--- config.mk ---
export PLATFORM = sky130hd
export DESIGN_NAME = karf_mul
export DESIGN_NICKNAME = d
export VERILOG_FILES = /design/src/karf_pkg.sv /design/src/karf_mul.sv
export SDC_FILE = /design/constraint.sdc
export NUM_CORES = 2
export LEC_CHECK = 0
export ABC_AREA = 0
export BUFFER_PORTS_ARGS = -buffer_cell sky130_fd_sc_hd__buf_4
export CAP_MARGIN = 20
export CORE_MARGIN = 2
export CORE_UTILIZATION = 50
export CTS_CLUSTER_SIZE = 16
export DETAILED_ROUTE_END_ITERATION = 16
export PLACE_DENSITY_LB_ADDON = 0.08
export SKIP_CTS_REPAIR_TIMING = 1
export SLEW_MARGIN = 20
export SYNTH_ARGS = -nofsm -noshare
export SYNTH_HDL_FRONTEND = slang
export SYNTH_SLANG_ARGS = --single-unit
--- constraint.sdc ---
create_clock -name i_clk -period 11.6 [get_ports i_clk]
set_input_delay 1.16 -clock i_clk [delete_from_list [all_inputs] [get_ports i_clk]]
set_output_delay 1.16 -clock i_clk [all_outputs]
set_load 0.005 [all_outputs]
--- src/karf_pkg.sv ---
// Shared types, constants and helper functions of the angle/rate Kalman filter.
// Holds the micro-program run by the sequencer in the top level.
// Depends on nothing.
`default_nettype none

package karf_pkg;

    // Fixed initial covariance, Q24.40
    localparam logic [63:0] COV_AA_INIT = 64'd8322203511;
    localparam logic [63:0] COV_AR_INIT = 64'd765260093;
    localparam logic [63:0] COV_RR_INIT = 64'd109951163;

    localparam logic [63:0] S64_MAX = 64'h7FFF_FFFF_FFFF_FFFF;
    localparam logic [63:0] S64_MIN = 64'h8000_0000_0000_0000;

    // Configuration register indexes
    localparam int CFG_IDX_W = 8;
    localparam logic [CFG_IDX_W-1:0] CFG_INIT_ANGLE = 8'd0;
    localparam logic [CFG_IDX_W-1:0] CFG_INIT_RATE  = 8'd1;
    localparam logic [CFG_IDX_W-1:0] CFG_PROC_NOISE = 8'd2;
    localparam logic [CFG_IDX_W-1:0] CFG_MEAS_NOISE = 8'd3;

    // Division: magnitude (up to 2^63) times 2^40 needs 104 bits
    localparam int DIV_BITS = 104;

    typedef enum logic [3:0] {
        OP_INIT,   // load initial value when restarting or not yet primed
        OP_LD,     // load from input or configuration
        OP_MUL,    // rounded, shifted, saturated product
        OP_DIV,    // (a * 2^40) / b
        OP_ADD,    // saturating add
        OP_SUB,    // saturating a - b
        OP_NEG,    // saturating negate
        OP_FLR,    // floor at one LSB
        OP_SAT32,  // saturate to 32 bits
        OP_END     // hand the result to the output register
    } t_op;

    typedef enum logic [4:0] {
        R_ANG, R_RAT, R_PAA, R_PAR, R_PRA, R_PRR,
        R_DT, R_DT20, R_DT2, R_DT3, R_DT4, R_PN, R_MN, R_MEAS,
        R_Q00, R_Q01, R_Q11, R_FP00, R_FP01,
        R_P00, R_P01, R_P10, R_P11, R_S, R_K0, R_K1, R_Y, R_T0, R_T1
    } t_reg;

    typedef enum logic [3:0] {
        LS_NONE, LS_ANG0, LS_RAT0, LS_CAA, LS_CAR, LS_CRR,
        LS_DT, LS_DT20, LS_DT2, LS_PN, LS_MN, LS_MEAS
    } t_lsrc;

    typedef struct packed {
        t_op        op;
        t_reg       dst;
        t_reg       a;
        t_reg       b;
        logic [5:0] sh;
        t_lsrc      ls;
    } t_instr;

    typedef enum logic [1:0] {
        ST_IDLE, ST_FETCH, ST_EXEC, ST_WAIT
    } t_state;

    typedef enum logic [1:0] {
        MS_IDLE, MS_PP, MS_RND, MS_SAT
    } t_mstate;

    localparam int PC_W = 6;
    localparam logic [PC_W-1:0] PROG_LAST = 6'd52;

    function automatic t_instr mk(t_op op, t_reg dst, t_reg a, t_reg b,
                                  logic [5:0] sh, t_lsrc ls);
        t_instr i;
        i.op  = op;
        i.dst = dst;
        i.a   = a;
        i.b   = b;
        i.sh  = sh;
        i.ls  = ls;
        return i;
    endfunction

    function automatic t_instr ld(t_op op, t_reg dst, t_lsrc ls);
        return mk(op, dst, R_T0, R_T0, 6'd0, ls);
    endfunction

    function automatic t_instr ar(t_op op, t_reg dst, t_reg a, t_reg b, logic [5:0] sh);
        return mk(op, dst, a, b, sh, LS_NONE);
    endfunction

    // Micro-program of one filter update
    function automatic t_instr prog(logic [PC_W-1:0] pc);
        t_instr i;
        case (pc)
            6'd0:  i = ld(OP_INIT, R_ANG, LS_ANG0);
            6'd1:  i = ld(OP_INIT, R_RAT, LS_RAT0);
            6'd2:  i = ld(OP_INIT, R_PAA, LS_CAA);
            6'd3:  i = ld(OP_INIT, R_PAR, LS_CAR);
            6'd4:  i = ld(OP_INIT, R_PRA, LS_CAR);
            6'd5:  i = ld(OP_INIT, R_PRR, LS_CRR);
            6'd6:  i = ld(OP_LD, R_DT, LS_DT);
            6'd7:  i = ld(OP_LD, R_DT20, LS_DT20);
            6'd8:  i = ld(OP_LD, R_DT2, LS_DT2);
            6'd9:  i = ld(OP_LD, R_PN, LS_PN);
            6'd10: i = ld(OP_LD, R_MN, LS_MN);
            6'd11: i = ld(OP_LD, R_MEAS, LS_MEAS);
            6'd12: i = ar(OP_MUL, R_DT3, R_DT2, R_DT20, 6'd20);
            6'd13: i = ar(OP_MUL, R_DT4, R_DT2, R_DT2, 6'd40);
            6'd14: i = ar(OP_MUL, R_Q00, R_PN, R_DT4, 6'd42);
            6'd15: i = ar(OP_MUL, R_Q01, R_PN, R_DT3, 6'd41);
            6'd16: i = ar(OP_MUL, R_Q11, R_PN, R_DT2, 6'd40);
            6'd17: i = ar(OP_MUL, R_T0, R_PRA, R_DT, 6'd40);
            6'd18: i = ar(OP_ADD, R_FP00, R_PAA, R_T0, 6'd0);
            6'd19: i = ar(OP_MUL, R_T0, R_PRR, R_DT, 6'd40);
            6'd20: i = ar(OP_ADD, R_FP01, R_PAR, R_T0, 6'd0);
            6'd21: i = ar(OP_MUL, R_T0, R_FP01, R_DT, 6'd40);
            6'd22: i = ar(OP_ADD, R_T0, R_FP00, R_T0, 6'd0);
            6'd23: i = ar(OP_ADD, R_P00, R_T0, R_Q00, 6'd0);
            6'd24: i = ar(OP_ADD, R_P01, R_FP01, R_Q01, 6'd0);
            6'd25: i = ar(OP_MUL, R_T0, R_PRR, R_DT, 6'd40);
            6'd26: i = ar(OP_ADD, R_T0, R_PRA, R_T0, 6'd0);
            6'd27: i = ar(OP_ADD, R_P10, R_T0, R_Q01, 6'd0);
            6'd28: i = ar(OP_ADD, R_P11, R_PRR, R_Q11, 6'd0);
            6'd29: i = ar(OP_ADD, R_S, R_P11, R_MN, 6'd0);
            6'd30: i = ar(OP_FLR, R_S, R_S, R_S, 6'd0);
            6'd31: i = ar(OP_DIV, R_K0, R_P01, R_S, 6'd0);
            6'd32: i = ar(OP_DIV, R_K1, R_P11, R_S, 6'd0);
            6'd33: i = ar(OP_SUB, R_Y, R_MEAS, R_RAT, 6'd0);
            6'd34: i = ar(OP_MUL, R_T0, R_RAT, R_DT20, 6'd20);
            6'd35: i = ar(OP_ADD, R_T0, R_ANG, R_T0, 6'd0);
            6'd36: i = ar(OP_MUL, R_T1, R_K0, R_Y, 6'd40);
            6'd37: i = ar(OP_ADD, R_T0, R_T0, R_T1, 6'd0);
            6'd38: i = ar(OP_MUL, R_T1, R_K1, R_Y, 6'd40);
            6'd39: i = ar(OP_ADD, R_T1, R_RAT, R_T1, 6'd0);
            6'd40: i = ar(OP_SAT32, R_ANG, R_T0, R_T0, 6'd0);
            6'd41: i = ar(OP_SAT32, R_RAT, R_T1, R_T1, 6'd0);
            6'd42: i = ar(OP_MUL, R_T0, R_K0, R_P10, 6'd40);
            6'd43: i = ar(OP_SUB, R_PAA, R_P00, R_T0, 6'd0);
            6'd44: i = ar(OP_NEG, R_T0, R_K0, R_K0, 6'd0);
            6'd45: i = ar(OP_MUL, R_T0, R_T0, R_P11, 6'd40);
            6'd46: i = ar(OP_ADD, R_PAR, R_P01, R_T0, 6'd0);
            6'd47: i = ar(OP_NEG, R_T1, R_K1, R_K1, 6'd0);
            6'd48: i = ar(OP_MUL, R_T0, R_T1, R_P10, 6'd40);
            6'd49: i = ar(OP_ADD, R_PRA, R_P10, R_T0, 6'd0);
            6'd50: i = ar(OP_MUL, R_T0, R_T1, R_P11, 6'd40);
            6'd51: i = ar(OP_ADD, R_PRR, R_P11, R_T0, 6'd0);
            default: i = ar(OP_END, R_T0, R_T0, R_T0, 6'd0);
        endcase
        return i;
    endfunction

    function automatic logic [63:0] sat_add(logic [63:0] a, logic [63:0] b);
        logic [63:0] s;
        s = a + b;
        if (!a[63] && !b[63] && s[63]) return S64_MAX;
        if (a[63] && b[63] && !s[63]) return S64_MIN;
        return s;
    endfunction

    function automatic logic [63:0] neg_sat(logic [63:0] a);
        if (a == S64_MIN) return S64_MAX;
        return -a;
    endfunction

    function automatic logic [63:0] sat32(logic [63:0] a);
        if ($signed(a) > 64'sd2147483647) return 64'd2147483647;
        if ($signed(a) < -64'sd2147483648) return {{32{1'b1}}, 32'h8000_0000};
        return a;
    endfunction

    function automatic logic [63:0] mag64(logic [63:0] a);
        return a[63] ? -a : a;
    endfunction

endpackage

`default_nettype wire

--- src/karf_mul.sv ---
// Iterative signed multiplier: 64x64 through one 32x32 multiplier over four
// partial products, then round half away from zero, shift and saturate.
// Depends on karf_pkg.
`default_nettype none

module karf_mul (
    input  wire logic        i_clk,
    input  wire logic        i_rst_n,
    input  wire logic        i_start,
    input  wire logic [63:0] i_a,
    input  wire logic [63:0] i_b,
    input  wire logic [5:0]  i_sh,
    output logic             o_done,
    output logic [63:0]      o_result
);
    import karf_pkg::*;

    t_mstate      r_st;
    logic [1:0]   r_cnt;
    logic [63:0]  r_ma, r_mb;
    logic         r_neg;
    logic [5:0]   r_sh;
    logic [127:0] r_acc;
    logic         r_done;
    logic [63:0]  r_res;

    logic [31:0]  w_pa, w_pb;
    logic [63:0]  w_prod;
    logic [127:0] w_part;
    logic [127:0] w_rnd;
    logic [63:0]  w_sat;

    // Select one partial product per cycle
    always_comb begin
        w_pa   = r_cnt[0] ? r_ma[63:32] : r_ma[31:0];
        w_pb   = r_cnt[1] ? r_mb[63:32] : r_mb[31:0];
        w_prod = 64'(w_pa) * 64'(w_pb);
        case (r_cnt)
            2'd0:    w_part = {64'd0, w_prod};
            2'd3:    w_part = {w_prod, 64'd0};
            default: w_part = {32'd0, w_prod, 32'd0};
        endcase
        w_rnd = (r_acc + (128'd1 << (r_sh - 6'd1))) >> r_sh;
    end

    // Saturate the shifted magnitude to signed 64 bits
    always_comb begin
        if (r_neg) begin
            if ((|r_acc[127:64]) || (r_acc[63:0] > S64_MIN)) w_sat = S64_MIN;
            else                                             w_sat = -r_acc[63:0];
        end else begin
            if (|r_acc[127:63]) w_sat = S64_MAX;
            else                w_sat = r_acc[63:0];
        end
    end

    always_ff @(posedge i_clk) begin
        if (!i_rst_n) begin
            r_st   <= MS_IDLE;
            r_done <= 1'b0;
            r_cnt  <= 2'd0;
        end else begin
            r_done <= 1'b0;
            case (r_st)
                MS_IDLE: begin
                    if (i_start) begin
                        r_ma  <= mag64(i_a);
                        r_mb  <= mag64(i_b);
                        r_neg <= i_a[63] ^ i_b[63];
                        r_sh  <= i_sh;
                        r_acc <= '0;
                        r_cnt <= 2'd0;
                        r_st  <= MS_PP;
                    end
                end
                MS_PP: begin
                    r_acc <= r_acc + w_part;
                    r_cnt <= r_cnt + 2'd1;
                    if (r_cnt == 2'd3) r_st <= MS_RND;
                end
                MS_RND: begin
                    r_acc <= w_rnd;
                    r_st  <= MS_SAT;
                end
                MS_SAT: begin
                    r_res  <= w_sat;
                    r_done <= 1'b1;
                    r_st   <= MS_IDLE;
                end
                default: r_st <= MS_IDLE;
            endcase
        end
    end

    assign o_done   = r_done;
    assign o_result = r_res;

endmodule

`default_nettype wire

==> impl.org <==
** Yosys
- The share of synthesized area in the top cell type comes to 24.30%.
- Primary flip-flop cell chosen by synthesis mapping :: sky130_fd_sc_hd__edfxtp_1
- Number of warnings printed during yosys synthesis :: 0
- Cell taking the most area after synthesis :: sky130_fd_sc_hd__fa_1
- Largest family of logic cells by synthesized area :: adder cells
- Dividing the synthesized area by the synthesized cell count gives 8.286 um2.
- For this run, the register share of the synthesized area comes to 13.41%.
- Parity-gate share of the synthesized area counting xor and xnor cells :: 5.102%
- Yosys mapped the design onto 96 distinct sky130hd cell types.
- Synth Area in Adders :: 32.27%
- Net count of the mapped netlist :: 10440
- After synthesis, the share of flip-flops with an asynchronous set or reset is 0%.
- Of the post-synthesis cell area, the part taken by muxes is 6.523%.
- Summing the areas of all compound-gate instances in the mapped netlist gives 16.92% of the synthesized area.
- In the synthesized netlist, the cells that appear most often are sky130_fd_sc_hd__nor2_1 (1040), sky130_fd_sc_hd__nand2_1 (1033), sky130_fd_sc_hd__inv_1 (974), sky130_fd_sc_hd__fa_1 (898), sky130_fd_sc_hd__a21oi_1 (483).
- Count leader, synth :: sky130_fd_sc_hd__nor2_1
- The synthesized netlist devotes 18.19% of its cell area to simple gates.
- The cell area that synthesis handed to floorplanning was 0.07398 mm2.
- The synthesized design contains 332 register bits.
- The synthesized design contains 327 enable-type register cells.
- Ranked by total cell area, the synthesized netlist is headed by sky130_fd_sc_hd__fa_1 (24%), sky130_fd_sc_hd__edfxtp_1 (13%), sky130_fd_sc_hd__ha_1 (8.0%), sky130_fd_sc_hd__nor2_1 (5.3%), sky130_fd_sc_hd__nand2_1 (5.2%).
- Counting every instance in the synthesized netlist gives 8929.

** Placed design
- Placed standard-cell area :: 0.08540 mm2
- Half-perimeter wire length of the detailed placement result :: 276900 um
- Gpl congestion :: 1.083
- Worst slack at placement :: -1263 ps
- I/O Buffers :: 201

** Clocking
- Clock sink count :: 332
- The later pin in the worst-skew pair is clocked with a latency of 660 ps.
- Clock tree synthesis selected as its root buffer the cell sky130_fd_sc_hd__clkbuf_16.
- TritonCTS built the clock tree.
- Inserted Clock Buffers :: 41
- After clock tree synthesis, the clock-pin slew on the worst setup and hold paths is 60 ps.
- The H-tree generated during clock tree synthesis spans 2 levels.
- The clock passes through at most 3 buffers.

** STA
- In the post-route analysis, the smallest setup slack over all paths is -262.4 ps.
- For the pin with the worst max-slew slack, the measured transition is 1318 ps.
- Hold violation count in the final report :: 0
- Fin Clk Skew :: 29.24 ps
- After layout, the minimum clock period comes to 11860 ps.
- RSZ-0062 raised after global routing :: yes
- Measured against its own limit, the worst slew margin works out to 12.06%.
- Timing would allow up to 84.30 MHz.
- Part of the cycle the worst path needs :: 102.3%
- Setup violations remaining at the end of the flow were counted as 23.
- The number of slew-limit violations in the final report was 0.

** Floorplanning
- Floorplan die width :: 388.7 um
- The floorplan has 141 rows.
- Core Area :: 0.1473 mm2
- Measured along the y axis, the die boundary spans 388.7 um.
- For this configuration, the core starts out at a cell density of 50.22%.
- Die Outline Area :: 0.1511 mm2
- Number of primary I/O pins :: 202

** Global routing
- Entering global routing, the biggest net connects 97 pins.
- Total congestion overflow :: 0
- Antenna violations before repair :: 6
- Via count of the first global-routing pass :: 73420
- For this run, the total global-route usage over all layers was measured as 42.70%.
- Wire length of the first global-routing pass :: 476800 um

** Setup path
- Data on the critical path arrives at its endpoint at 12270 ps.
- The worst setup path is captured at a flop.
- Grouping stages by cell kind, the critical path spends the most delay in adder cells.
- Data on the critical path is required at its endpoint by 12010 ps.
- In this run the worst path has a maximum fanout of 7.
- Worst path slowest cell :: sky130_fd_sc_hd__fa_1
- Number of buffer and inverter instances along the worst setup path :: 9
- The cell that appears most often on the critical path is sky130_fd_sc_hd__fa_1.
- Largest stage delay on the critical path :: 580 ps
- Class of the most critical setup path :: reg2reg
- Worst reg-to-reg setup slack :: -260 ps
- Worst setup SP type :: flop

** Routing
- Post-detailed-routing wire length :: 333100 um
- First-pass detailed-route iteration total :: 8
- Starting DRC count in detailed routing :: 7953
- Post-DR vias/cell :: 6.299
- In this run the remaining antenna-violating nets after routing total 0.
- In the routed design, unresolved DRC markers number 0.
- Routed wire length per instance :: 28.15 um
- Via count :: 74530

** Run status
- Failing checks :: negative setup slack
- The run finished, with violations left.

** Layout
- After routing the design area is 0.09011 mm2.
- Final Net Count :: 11370
- The post-route netlist has 20.97% of its cells at a drive strength greater than 1.
- Area added between synthesis and finish :: 21.80%

** Flow run
- Max-capacitance violation count :: 0

** Worst hold path
- Worst Hold Class :: reg2reg
worst register-to-register path: cells and delay by family, from the launching register on:
kind | cells | cell delay (ps)
adders and majority gates | 10 | 4490
AOI/OAI and AO/OA | 24 | 4430
buffers and inverters | 9 | 1280
DFF | 1 | 470
and+or+nand+nor | 3 | 380
xor gates and xnor gates | 2 | 370
muxes | 1 | 200
cell type report:
type | count | area (um2)
multi-input cells | 7102 | 61030
fillers | 13020 | 57200
repair buffers | 1405 | 11720
flip-flops and latches | 332 | 9927
inverters | 981 | 3692
well taps | 1930 | 2415
clock buffers | 45 | 1062
clock inverters | 31 | 261.5
diodes | 6 | 15.01
registers in the layout (all words and copies together), names as in the netlist:
register / cells
o_done: 1
r_mb: 64
r_acc: 128
o_result: 64
r_sh: 6
r_st: 2
r_neg: 1
r_cnt: 2
r_ma: 64
logic make-up (layout without fill, tap and decap cells):
group / after synthesis / count (layout)
simple gates: 2990 / 2990
xor+xnor: 431 / 431
flops: 332 / 332
fa+ha+maj: 1369 / 1369
compound gates: 1891 / 1891
other cells: 0 / 6
buf+inv: 1495 / 2462
mux: 421 / 421
stage by stage:
stage	instances	setup TNS [ps]	utilization [%]	hold WS (ps)
floorplan	8929	-31.47	-	499.6
global placement	11670	-49500	57.98	512.9
detailed placement	11670	-51250	57.98	520.3
CTS	11750	-55300	58.87	530.4
global route	11830	-16710	61.16	585.7
finish	11830	-2700	61.17	528.5
cell usage in the layout, fill, tap and decap left out, types with 34 or more instances in the layout:
cell type                   netlist  final
sky130_fd_sc_hd__nand3_1        124    117
sky130_fd_sc_hd__xor2_1         106     94
sky130_fd_sc_hd__o21ai_1          5     37
sky130_fd_sc_hd__nand4_1        138    138
sky130_fd_sc_hd__mux2i_1        256    207
sky130_fd_sc_hd__a22o_1          64     58
sky130_fd_sc_hd__nor2b_1         38     34
sky130_fd_sc_hd__o211ai_1        60     60
sky130_fd_sc_hd__a21o_1         123    123
sky130_fd_sc_hd__a21oi_1        483    450
sky130_fd_sc_hd__or4_1           34     34
sky130_fd_sc_hd__or3_1           55     53
sky130_fd_sc_hd__mux2_2         129    120
sky130_fd_sc_hd__nand2b_1        51     50
sky130_fd_sc_hd__a22oi_1         42     40
sky130_fd_sc_hd__and3_1          61     57
sky130_fd_sc_hd__inv_1          974    963
sky130_fd_sc_hd__o21bai_1        63     60
sky130_fd_sc_hd__buf_6            0     47
sky130_fd_sc_hd__mux4_2          36     36
sky130_fd_sc_hd__buf_12           0     61
sky130_fd_sc_hd__nor4_1          52     47
sky130_fd_sc_hd__a211oi_1        83     73
sky130_fd_sc_hd__or2_2           45     42
sky130_fd_sc_hd__a221oi_1        50     46
sky130_fd_sc_hd__nor3_1         135    125
sky130_fd_sc_hd__buf_4            0   1282
sky130_fd_sc_hd__o22ai_1         62     59
sky130_fd_sc_hd__a31oi_1         53     44
sky130_fd_sc_hd__o21a_1          53     53
sky130_fd_sc_hd__o31ai_1         49     48
sky130_fd_sc_hd__xnor2_1        325    300
sky130_fd_sc_hd__edfxtp_1       327    327
sky130_fd_sc_hd__clkbuf_16        0     51
sky130_fd_sc_hd__nand2_1       1033   1025
sky130_fd_sc_hd__fa_1           898    884
sky130_fd_sc_hd__o21ai_0        380    317
sky130_fd_sc_hd__and2_1         112    109
sky130_fd_sc_hd__nor2_1        1040   1010
sky130_fd_sc_hd__ha_1           471    438
per-layer routing:
| layer | track usage [%] | vias to the layer above | share of wire [%] |
|---|---|---|---|
| met4 | 30.97 | 6 | 9.4 |
| met5 | 0 | - | 0.012 |
| met1 | 51.49 | 36380 | 36 |
| met3 | 8.702 | 1160 | 9.6 |
| met2 | 68.00 | 4371 | 45 |
| li1 | - | 32610 | - |
path summary, 6_finish.rpt:
path	startpoint	to	cells past startpoint
worst max register to register	r_cnt[0]	r_acc[117]	49
worst min-delay path	r_st[0]	r_st[0]	2
worst min register to register	r_st[0]	r_st[0]	2
worst max-delay path	r_cnt[0]	r_acc[117]	49
Power is left out: the tool's default activity adds up to more than one toggle a clock period on the data nets, which glitch-free logic cannot reach.
