`config.mk`:
```
export PLATFORM = sky130hd
export DESIGN_NAME = karf_div
export DESIGN_NICKNAME = d
export VERILOG_FILES = /design/src/karf_pkg.sv /design/src/karf_div.sv
export SDC_FILE = /design/constraint.sdc
export NUM_CORES = 1
export LEC_CHECK = 0
export BUFFER_PORTS_ARGS = -buffer_cell sky130_fd_sc_hd__buf_2
export CORE_MARGIN = 4
export CORE_UTILIZATION = 60
export CTS_CLUSTER_DIAMETER = 60
export DETAILED_ROUTE_END_ITERATION = 10
export MAX_ROUTING_LAYER = met4
export PLACE_DENSITY = 0.81
export REMOVE_ABC_BUFFERS = 1
export SLEW_MARGIN = 20
export SYNTH_ARGS = -nofsm -noshare
export SYNTH_HDL_FRONTEND = slang
export SYNTH_SLANG_ARGS = --single-unit
```
`constraint.sdc`:
```
create_clock -name i_clk -period 7.28 [get_ports i_clk]
set_input_delay 0.364 -clock i_clk [delete_from_list [all_inputs] [get_ports i_clk]]
set_output_delay 0.364 -clock i_clk [all_outputs]
set_load 0.02 [all_outputs]
```
`src/karf_pkg.sv`:
```
// Shared types, constants and helper functions of the angle/rate Kalman filter.
// Holds the micro-program run by the sequencer in the top level.
// Depends on nothing.
`default_nettype none

package karf_pkg;

    // Fixed initial covariance, Q24.40
    localparam logic [63:0] COV_AA_INIT = 64'd8322203511;
    localparam logic [63:0] COV_AR_INIT = 64'd765260093;
    localparam logic [63:0] COV_RR_INIT = 64'd109951163;

    localparam logic [63:0] S64_MAX = 64'h7FFF_FFFF_FFFF_FFFF;
    localparam logic [63:0] S64_MIN = 64'h8000_0000_0000_0000;

    // Configuration register indexes
    localparam int CFG_IDX_W = 8;
    localparam logic [CFG_IDX_W-1:0] CFG_INIT_ANGLE = 8'd0;
    localparam logic [CFG_IDX_W-1:0] CFG_INIT_RATE  = 8'd1;
    localparam logic [CFG_IDX_W-1:0] CFG_PROC_NOISE = 8'd2;
    localparam logic [CFG_IDX_W-1:0] CFG_MEAS_NOISE = 8'd3;

    // Division: magnitude (up to 2^63) times 2^40 needs 104 bits
    localparam int DIV_BITS = 104;

    typedef enum logic [3:0] {
        OP_INIT,   // load initial value when restarting or not yet primed
        OP_LD,     // load from input or configuration
        OP_MUL,    // rounded, shifted, saturated product
        OP_DIV,    // (a * 2^40) / b
        OP_ADD,    // saturating add
        OP_SUB,    // saturating a - b
        OP_NEG,    // saturating negate
        OP_FLR,    // floor at one LSB
        OP_SAT32,  // saturate to 32 bits
        OP_END     // hand the result to the output register
    } t_op;

    typedef enum logic [4:0] {
        R_ANG, R_RAT, R_PAA, R_PAR, R_PRA, R_PRR,
        R_DT, R_DT20, R_DT2, R_DT3, R_DT4, R_PN, R_MN, R_MEAS,
        R_Q00, R_Q01, R_Q11, R_FP00, R_FP01,
        R_P00, R_P01, R_P10, R_P11, R_S, R_K0, R_K1, R_Y, R_T0, R_T1
    } t_reg;

    typedef enum logic [3:0] {
        LS_NONE, LS_ANG0, LS_RAT0, LS_CAA, LS_CAR, LS_CRR,
        LS_DT, LS_DT20, LS_DT2, LS_PN, LS_MN, LS_MEAS
    } t_lsrc;

    typedef struct packed {
        t_op        op;
        t_reg       dst;
        t_reg       a;
        t_reg       b;
        logic [5:0] sh;
        t_lsrc      ls;
    } t_instr;

    typedef enum logic [1:0] {
        ST_IDLE, ST_FETCH, ST_EXEC, ST_WAIT
    } t_state;

    typedef enum logic [1:0] {
        MS_IDLE, MS_PP, MS_RND, MS_SAT
    } t_mstate;

    localparam int PC_W = 6;
    localparam logic [PC_W-1:0] PROG_LAST = 6'd52;

    function automatic t_instr mk(t_op op, t_reg dst, t_reg a, t_reg b,
                                  logic [5:0] sh, t_lsrc ls);
        t_instr i;
        i.op  = op;
        i.dst = dst;
        i.a   = a;
        i.b   = b;
        i.sh  = sh;
        i.ls  = ls;
        return i;
    endfunction

    function automatic t_instr ld(t_op op, t_reg dst, t_lsrc ls);
        return mk(op, dst, R_T0, R_T0, 6'd0, ls);
    endfunction

    function automatic t_instr ar(t_op op, t_reg dst, t_reg a, t_reg b, logic [5:0] sh);
        return mk(op, dst, a, b, sh, LS_NONE);
    endfunction

    // Micro-program of one filter update
    function automatic t_instr prog(logic [PC_W-1:0] pc);
        t_instr i;
        case (pc)
            6'd0:  i = ld(OP_INIT, R_ANG, LS_ANG0);
            6'd1:  i = ld(OP_INIT, R_RAT, LS_RAT0);
            6'd2:  i = ld(OP_INIT, R_PAA, LS_CAA);
            6'd3:  i = ld(OP_INIT, R_PAR, LS_CAR);
            6'd4:  i = ld(OP_INIT, R_PRA, LS_CAR);
            6'd5:  i = ld(OP_INIT, R_PRR, LS_CRR);
            6'd6:  i = ld(OP_LD, R_DT, LS_DT);
            6'd7:  i = ld(OP_LD, R_DT20, LS_DT20);
            6'd8:  i = ld(OP_LD, R_DT2, LS_DT2);
            6'd9:  i = ld(OP_LD, R_PN, LS_PN);
            6'd10: i = ld(OP_LD, R_MN, LS_MN);
            6'd11: i = ld(OP_LD, R_MEAS, LS_MEAS);
            6'd12: i = ar(OP_MUL, R_DT3, R_DT2, R_DT20, 6'd20);
            6'd13: i = ar(OP_MUL, R_DT4, R_DT2, R_DT2, 6'd40);
            6'd14: i = ar(OP_MUL, R_Q00, R_PN, R_DT4, 6'd42);
            6'd15: i = ar(OP_MUL, R_Q01, R_PN, R_DT3, 6'd41);
            6'd16: i = ar(OP_MUL, R_Q11, R_PN, R_DT2, 6'd40);
            6'd17: i = ar(OP_MUL, R_T0, R_PRA, R_DT, 6'd40);
            6'd18: i = ar(OP_ADD, R_FP00, R_PAA, R_T0, 6'd0);
            6'd19: i = ar(OP_MUL, R_T0, R_PRR, R_DT, 6'd40);
            6'd20: i = ar(OP_ADD, R_FP01, R_PAR, R_T0, 6'd0);
            6'd21: i = ar(OP_MUL, R_T0, R_FP01, R_DT, 6'd40);
            6'd22: i = ar(OP_ADD, R_T0, R_FP00, R_T0, 6'd0);
            6'd23: i = ar(OP_ADD, R_P00, R_T0, R_Q00, 6'd0);
            6'd24: i = ar(OP_ADD, R_P01, R_FP01, R_Q01, 6'd0);
            6'd25: i = ar(OP_MUL, R_T0, R_PRR, R_DT, 6'd40);
            6'd26: i = ar(OP_ADD, R_T0, R_PRA, R_T0, 6'd0);
            6'd27: i = ar(OP_ADD, R_P10, R_T0, R_Q01, 6'd0);
            6'd28: i = ar(OP_ADD, R_P11, R_PRR, R_Q11, 6'd0);
            6'd29: i = ar(OP_ADD, R_S, R_P11, R_MN, 6'd0);
            6'd30: i = ar(OP_FLR, R_S, R_S, R_S, 6'd0);
            6'd31: i = ar(OP_DIV, R_K0, R_P01, R_S, 6'd0);
            6'd32: i = ar(OP_DIV, R_K1, R_P11, R_S, 6'd0);
            6'd33: i = ar(OP_SUB, R_Y, R_MEAS, R_RAT, 6'd0);
            6'd34: i = ar(OP_MUL, R_T0, R_RAT, R_DT20, 6'd20);
            6'd35: i = ar(OP_ADD, R_T0, R_ANG, R_T0, 6'd0);
            6'd36: i = ar(OP_MUL, R_T1, R_K0, R_Y, 6'd40);
            6'd37: i = ar(OP_ADD, R_T0, R_T0, R_T1, 6'd0);
            6'd38: i = ar(OP_MUL, R_T1, R_K1, R_Y, 6'd40);
            6'd39: i = ar(OP_ADD, R_T1, R_RAT, R_T1, 6'd0);
            6'd40: i = ar(OP_SAT32, R_ANG, R_T0, R_T0, 6'd0);
            6'd41: i = ar(OP_SAT32, R_RAT, R_T1, R_T1, 6'd0);
            6'd42: i = ar(OP_MUL, R_T0, R_K0, R_P10, 6'd40);
            6'd43: i = ar(OP_SUB, R_PAA, R_P00, R_T0, 6'd0);
            6'd44: i = ar(OP_NEG, R_T0, R_K0, R_K0, 6'd0);
            6'd45: i = ar(OP_MUL, R_T0, R_T0, R_P11, 6'd40);
            6'd46: i = ar(OP_ADD, R_PAR, R_P01, R_T0, 6'd0);
            6'd47: i = ar(OP_NEG, R_T1, R_K1, R_K1, 6'd0);
            6'd48: i = ar(OP_MUL, R_T0, R_T1, R_P10, 6'd40);
            6'd49: i = ar(OP_ADD, R_PRA, R_P10, R_T0, 6'd0);
            6'd50: i = ar(OP_MUL, R_T0, R_T1, R_P11, 6'd40);
            6'd51: i = ar(OP_ADD, R_PRR, R_P11, R_T0, 6'd0);
            default: i = ar(OP_END, R_T0, R_T0, R_T0, 6'd0);
        endcase
        return i;
    endfunction

    function automatic logic [63:0] sat_add(logic [63:0] a, logic [63:0] b);
        logic [63:0] s;
        s = a + b;
        if (!a[63] && !b[63] && s[63]) return S64_MAX;
        if (a[63] && b[63] && !s[63]) return S64_MIN;
        return s;
    endfunction

    function automatic logic [63:0] neg_sat(logic [63:0] a);
        if (a == S64_MIN) return S64_MAX;
        return -a;
    endfunction

    function automatic logic [63:0] sat32(logic [63:0] a);
        if ($signed(a) > 64'sd2147483647) return 64'd2147483647;
        if ($signed(a) < -64'sd2147483648) return {{32{1'b1}}, 32'h8000_0000};
        return a;
    endfunction

    function automatic logic [63:0] mag64(logic [63:0] a);
        return a[63] ? -a : a;
    endfunction

endpackage

`default_nettype wire

```
`src/karf_div.sv`:
```
// Restoring divider: (num * 2^40) / den, one quotient bit per cycle,
// truncated toward zero and saturated to signed 64 bits. den is at least 1.
// Depends on karf_pkg.
`default_nettype none

module karf_div (
    input  wire logic        i_clk,
    input  wire logic        i_rst_n,
    input  wire logic        i_start,
    input  wire logic [63:0] i_num,
    input  wire logic [63:0] i_den,
    output logic             o_done,
    output logic [63:0]      o_result
);
    import karf_pkg::*;

    localparam int CNT_W = $clog2(DIV_BITS + 1);

    logic                r_busy;
    logic [CNT_W-1:0]    r_cnt;
    logic [DIV_BITS-1:0] r_num;
    logic [63:0]         r_den;
    logic [63:0]         r_rem;
    logic [63:0]         r_q;
    logic                r_ovf;
    logic                r_neg;
    logic                r_fin;
    logic                r_done;
    logic [63:0]         r_res;

    logic [64:0] w_rem;
    logic        w_ge;
    logic [64:0] w_diff;
    logic [63:0] w_sat;

    // One restoring step
    always_comb begin
        w_rem  = {r_rem, r_num[DIV_BITS-1]};
        w_ge   = w_rem >= {1'b0, r_den};
        w_diff = w_rem - {1'b0, r_den};
    end

    // Saturate the quotient magnitude
    always_comb begin
        if (r_neg) begin
            if (r_ovf || (r_q > S64_MIN)) w_sat = S64_MIN;
            else                          w_sat = -r_q;
        end else begin
            if (r_ovf || r_q[63]) w_sat = S64_MAX;
            else                  w_sat = r_q;
        end
    end

    always_ff @(posedge i_clk) begin
        if (!i_rst_n) begin
            r_busy <= 1'b0;
            r_fin  <= 1'b0;
            r_done <= 1'b0;
            r_cnt  <= '0;
        end else begin
            r_done <= 1'b0;
            r_fin  <= 1'b0;
            if (i_start && !r_busy) begin
                r_num  <= {mag64(i_num), 40'd0};
                r_den  <= i_den;
                r_neg  <= i_num[63];
                r_rem  <= '0;
                r_q    <= '0;
                r_ovf  <= 1'b0;
                r_cnt  <= '0;
                r_busy <= 1'b1;
            end else if (r_busy) begin
                r_num <= r_num << 1;
                r_rem <= w_ge ? w_diff[63:0] : w_rem[63:0];
                r_q   <= {r_q[62:0], w_ge};
                r_ovf <= r_ovf | r_q[63];
                r_cnt <= r_cnt + CNT_W'(1);
                if (r_cnt == CNT_W'(DIV_BITS - 1)) begin
                    r_busy <= 1'b0;
                    r_fin  <= 1'b1;
                end
            end
            if (r_fin) begin
                r_res  <= w_sat;
                r_done <= 1'b1;
            end
        end
    end

    assign o_done   = r_done;
    assign o_result = r_res;

endmodule

`default_nettype wire

```
==> impl_metrics.py, run 1 <==
metrics = {
    "final_layout": {
        "final_cells": 2605,
        "areaGrowthSynthToFinish_pct": 14.64,
        "drive_above_1_share_pct": 14.08,
        "nFillCells": 2412,
        "nets": 2339,
    },
    "clocking": {
        "numCtsBuffers": 37,
        "htreeDepth": 2,
        "numClockSinks": 332,
        "cts_root_buf": "clkbuf_16",
        "clockBufferDepth": 3,
        "clk_latency_ns": 0.53,
        "cts_tree": "yes",
        "path_clk_slew_ns": 0.06,
        "cts_resized": 0,
        "cts_setup_buffers": 0,
    },
    "sta": {
        "clock_skew_ns": 0.01962,
        "period_minus_slack_ns": 4.795,
        "rsz0062_at_grt": "no",
        "final.hold.worst_slack_ns": 0.01171,
        "maxSlewViolCount": 0,
        "max-slew-margin-rel_pct": 30.56,
        "worstMarginPinSlew_ns": 1.042,
        "max_clock_freq_mhz": 208.5,
        "fin_crit_sh_pct": 65.87,
        "setup_viol": 0,
        "hold_viol": 0,
    },
    "place": {
        "post-dp-hpwl_um": 31170,
        "gp_congestion": 0.9439,
        "portBuffers": 195,
        "dp_cells": 2499,
    },
    "logic_synthesis": {
        "synthArstFlopShare_pct": 0,
        "ys_ff_latch": 332,
        "yosysMostFrequentCell": "edfxtp_1",
        "synth_top_area_share_pct": 49.65,
        "synth-edff-count": 322,
        "syn-cell-area_sq_mm": 0.01947,
        "synth-main-ff-cell": "edfxtp_1",
        "synth_area_per_cell_sq_um": 9.992,
        "synth_common_cells": "edfxtp_1 (322), nand2_1 (221), o21ai_0 (181)",
        "yosysWarnings": 0,
        "synthCells": 1949,
        "yosysTopAreaCell": "edfxtp_1",
        "synthTopCellsByArea": "edfxtp_1 (50%), o21ai_0 (4.7%), ha_1 (4.3%)",
        "ys_seq_area_share_pct": 50.68,
        "synth.distinct_cells": 66,
    },
    "job": {
        "drv_cap": 0,
    },
    "detailed_routing": {
        "dr_total_vias": 15909,
        "drt-total-wl_um": 46550,
        "ant_nets": 0,
        "post_drt_via_cell_ratio": 6.107,
        "drc_errors": 0,
        "wire_per_inst_um": 17.87,
        "first_pass_iters": 5,
        "first_iter_violations": 1305,
    },
    "setup_path": {
        "cp-end-kind": "register",
        "crit_buf_inv": 1,
        "critPathArrivalTime_ns": 5.07,
        "critical_path_class": "reg -> reg",
        "path_cells": "inv_1 > ha_1 > or3b_2 > nor4_1 > nand4b_1 > nor3_1 > nand3_1 > a21oi_2 > nand2_2 > o311ai_0",
        "cp_slowest_cell": "nor4_1",
        "critPathTopFamily": "simple AND/OR/NAND/NOR gates",
        "crit_path_start_kind": "register",
        "cp_slowest_stage_delay_ns": 0.89,
        "path_max_fanout": 47,
        "cp.required_ns": 7.56,
    },
    "die": {
        "core_area_sq_mm": 0.03180,
        "initial_core_util_pct": 61.24,
        "die_area_sq_mm": 0.03540,
        "dieWidth_um": 188.2,
        "rows": 65,
        "chipHeight_um": 188.2,
        "num_io_pins": 196,
    },
    "worst_hold_path": {
        "min_path_type": "in -> reg",
    },
    "power_and_ir_drop": {
        "leakage_nw": 8.732,
        "vdd_ir_drop_max_v": 0.0001655,
        "powerDensity_mw_per_mm2": 233.1,
    },
    "global_route": {
        "grt_pass1_vias": 15204,
        "grtUsageTotal_pct": 26.19,
        "grt.overflow.total": 0,
        "antenna_found_initial": 4,
        "grt_max_degree": 144,
        "grt_pass1_wl_um": 75650,
    },
    "outcome": {
        "status": "finished, final reports clean",
    },
}
## area by class of cell
class                      count  area, sq um  area share, %
sequential                   332         9869          44.21
multi-input combinational   1420         8905          39.89
timing repair buffer         245         1456          6.524
clock buffer                  45        955.9          4.282
tap                          435        544.3          2.438
inverter                     104        390.4          1.749
clock inverter                20        193.9         0.8687
antenna                        4        10.01        0.04484
## cell usage in the layout, fill, tap and decap left out, types with 6 or more instances in the layout
cell type,instances
edfxtp_1,322
nand2_1,220
buf_2,195
o21ai_0,181
nor2_1,153
a21oi_1,107
inv_1,104
xor2_1,91
and2_1,74
ha_1,67
nor3_1,45
mux2i_1,45
o311ai_0,42
clkbuf_16,37
dlygate4sd3_1,37
nand3_1,34
nand4_1,32
xnor2_1,31
o31ai_1,24
a21o_1,24
a211oi_1,20
nor4_1,18
or2_2,17
or4_1,16
o21bai_1,15
o41ai_1,14
a31oi_1,14
or3_1,12
buf_4,12
nor2b_1,11
dfxtp_1,10
and3_1,9
clkbuf_1,8
a21boi_0,7
o21a_1,7
o211ai_1,7
clkinv_2,7
o22a_1,6
clkinv_1,6
## registers in the layout (all words and copies together), names as in the netlist
name and count:
r_cnt 7, r_rem 64, r_busy 1, o_result 64, r_num 64, r_q 64
r_neg 1, r_den 64, r_ovf 1, o_done 1, r_fin 1
## per-stage QoR
step	setup TNS, ns	instance area [sq um]	power [mW]	worst slack [ns]	util, %
final	0	22330	5.203	2.485	70.21
after global routing	0	22330	5.447	2.136	70.21
after CTS	0	22310	5.211	2.614	70.14
after detailed placement	0	20790	3.395	2.653	65.39
after global placement	0	20790	3.359	2.663	65.39
after floorplan	-4.969	19120	3.140	-0.5478	-
## logic make-up (layout without fill, tap and decap cells)
family	count (synthesis)	in the layout	synth area share (%)
other	0	4	0
buffers and inverters	197	414	3.848
DFF	332	332	50.68
AOI/OAI and AO/OA	495	495	15.80
xor gates and xnor gates	122	122	5.487
and+or+nand+nor	689	689	17.40
muxes	46	46	2.371
adders and majority gates	68	68	4.407
## final timing paths
check,startpoint,to,slack (ns),depth (start not counted)
setup / recovery,r_q[0],o_result[41],2.48,10
hold / removal,i_den[41],r_den[41],0.01,1
setup reg to reg,r_q[0],o_result[41],2.48,10
hold reg to reg,r_fin,o_done,0.46,1
## where the power goes
part           internal (mW)  switching [mW]  total, mW
Combinational          0.412           0.640       1.05
Sequential              2.27          0.0761       2.35
Clock                   1.05           0.757       1.80
## what timing repair did
action / 4_1_cts / 5_1_grt
endpoints found under the hold margin: 36 / 1
setup endpoints to repair: 0 / 0
hold buffers: 36 / 1
## layer usage
| metal | wire [um] | vias up | global-route usage (%) |
|---|---|---|---|
| li1 | - | 7585 | - |
| met1 | 20470 | 7485 | 36.29 |
| met4 | 1391 | 0 | 8.498 |
| met2 | 20850 | 737 | 39.97 |
| met3 | 3835 | 102 | 4.170 |
| met5 | 0 | - | - |
Note: power is estimated with default switching activity, not from simulation.
==> run 2: changes to the inputs <==
clock period = 4.8 ns   (was 7.28 ns; I/O delays follow)
==> impl_metrics.py, run 2 (synthesized netlist as in run 1, its figures left out) <==
metrics = {
    "outcome": {
        "status": "finished, final reports clean",
    },
    "sta": {
        "setup_viol": 0,
        "rsz0062_at_grt": "no",
        "setup_ws_ns": 0.4667,
        "maxSlewViolCount": 0,
        "period_minus_slack_ns": 4.333,
        "fin_crit_sh_pct": 90.28,
        "hold_viol": 0,
        "worstMarginPinSlew_ns": 1.007,
        "final.setup.tns_ns": 0,
        "max-slew-margin-rel_pct": 32.89,
        "clock_skew_ns": 0.01764,
        "max_clock_freq_mhz": 230.8,
    },
    "detailed_routing": {
        "post_drt_via_cell_ratio": 6.082,
        "drc_errors": 0,
        "ant_nets": 0,
        "dr_total_vias": 16080,
        "first_iter_violations": 1536,
        "first_pass_iters": 5,
        "wire_per_inst_um": 18.09,
        "drt-total-wl_um": 47830,
    },
    "clocking": {
        "cts_tree": "yes",
        "cts_resized": 0,
        "htreeDepth": 2,
        "path_clk_slew_ns": 0.06,
        "clockBufferDepth": 3,
        "numClockSinks": 332,
        "cts_root_buf": "clkbuf_16",
        "numCtsBuffers": 38,
        "clk_latency_ns": 0.53,
    },
    "global_route": {
        "grt_max_degree": 81,
        "grt_pass1_vias": 15741,
        "grtUsageTotal_pct": 27.14,
        "grt.overflow.total": 0,
        "grt_pass1_wl_um": 78090,
        "antenna_found_initial": 5,
    },
    "die": {
        "num_io_pins": 196,
        "initial_core_util_pct": 61.24,
        "dieWidth_um": 188.2,
        "die_area_sq_mm": 0.03540,
        "rows": 65,
        "chipHeight_um": 188.2,
        "core_area_sq_mm": 0.03180,
    },
    "place": {
        "dp_cells": 2507,
        "post-dp-hpwl_um": 31930,
        "gp_congestion": 0.9521,
        "dp_slack_ns": 0.6794,
        "portBuffers": 195,
    },
    "final_layout": {
        "nFillCells": 2323,
        "ff_latch_area_sq_mm": 0.009869,
        "areaGrowthSynthToFinish_pct": 17.24,
        "nets": 2376,
        "fin_util_pct": 71.80,
        "final_cells": 2644,
        "drive_above_1_share_pct": 14.34,
        "final_common_cell": "edfxtp_1",
        "final_cell_mix": "edfxtp_1 (322), nand2_1 (221), buf_2 (195), o21ai_0 (181), nor2_1 (153)",
        "multi_input_area_sq_mm": 0.008902,
    },
    "setup_path": {
        "rr_endpoint": "r_rem[13]",
        "path_cells": "inv_1 > ha_1 > nand4_1 > nor4_1 > nand2_1 > a211oi_1 > o21ai_0 > a21oi_1 > o21ai_0 > o221ai_4 > buf_12 > mux2i_1 > nor2_1",
        "cp.required_ns": 5.04,
        "critical_path_class": "reg -> reg",
        "cp_common_cell": "o21ai_0",
        "cp-end-kind": "register",
        "cp_slowest_stage_delay_ns": 0.59,
        "path_max_fanout": 38,
        "rr_worst_depth": 13,
        "reg2reg_slack_ns": 0.47,
        "cp_slowest_cell": "o221ai_4",
        "timing.rr.start": "r_den[28]",
        "crit_path_start_kind": "register",
        "crit_buf_inv": 2,
        "critPathTopFamily": "compound AO/OA/AOI/OAI gates",
        "critPathArrivalTime_ns": 4.58,
    },
    "power_and_ir_drop": {
        "powerDensity_mw_per_mm2": 356.4,
        "leakage_nw": 8.947,
        "power_mw": 8.137,
        "vdd_ir_drop_max_v": 0.0002582,
    },
    "worst_hold_path": {
        "min_path_type": "in -> reg",
        "hold_path_depth": 2,
        "worstHoldEndpoint": "o_done",
        "min_from": "i_rst_n",
    },
    "job": {
        "drv_cap": 0,
    },
}
[run 2: cell types whose count changed in the layout (fill, tap and decap cells not counted), moves of 2 or more]
| cell | change |
|---|---|
| dlygate4sd3_1 | +27 |
| buf_4 | +5 |
| clkinv_2 | -5 |
| buf_12 | +3 |
| clkinvlp_4 | +3 |
| bufinv_16 | +2 |
| clkbuf_16 | +2 |
| clkinv_4 | +2 |
[run 2: area by class of cell]
type | count | share of cell area, %
Antenna cell | 5 | 0.05480
Clock buffer | 46 | 4.389
Clock inverter | 21 | 1.140
Inverter | 104 | 1.710
Multi-Input combinational cell | 1420 | 38.99
Sequential cell | 332 | 43.22
Tap cell | 435 | 2.384
Timing Repair Buffer | 281 | 8.110
[run 2: layer usage]
metal	routed length, um	track usage [%]	share of wire (%)
met5	0	-	0
met4	1300	8.554	2.7
met3	3515	4.226	7.3
met2	22390	42.57	47
met1	20620	36.77	43
[run 2: timing repair]
item	4_1_cts	5_1_grt
hold buffers	64	0
buffers inserted	0	0
endpoints found under the hold margin	64	0
[run 2: worst max-delay path by stage]
stage	from	to	slack (ns)	cells after the start
floorplan	r_rem[28]	r_rem[59]	-3.03	11
global placement	r_q[0]	o_result[30]	0.94	14
detailed placement	r_rem[27]	r_rem[5]	0.68	12
CTS	r_rem[27]	r_rem[13]	0.64	12
global route	r_den[28]	r_rem[7]	0.12	13
finish	r_den[28]	r_rem[13]	0.47	13
[run 2: stage by stage]
step	area (sq um)	hold slack [ns]
final	22830	0.03469
after CTS	22790	0.01180
after global placement	20890	0.4162
after global routing	22830	0.04405
after detailed placement	20890	0.4181
after floorplan	19120	0.3389
[run 2: report_power, final]
group | total, mW | internal [mW] | switching (mW)
combinational | 1.64 | 0.652 | 0.984
sequential | 3.56 | 3.44 | 0.116
clock | 2.94 | 1.77 | 1.17
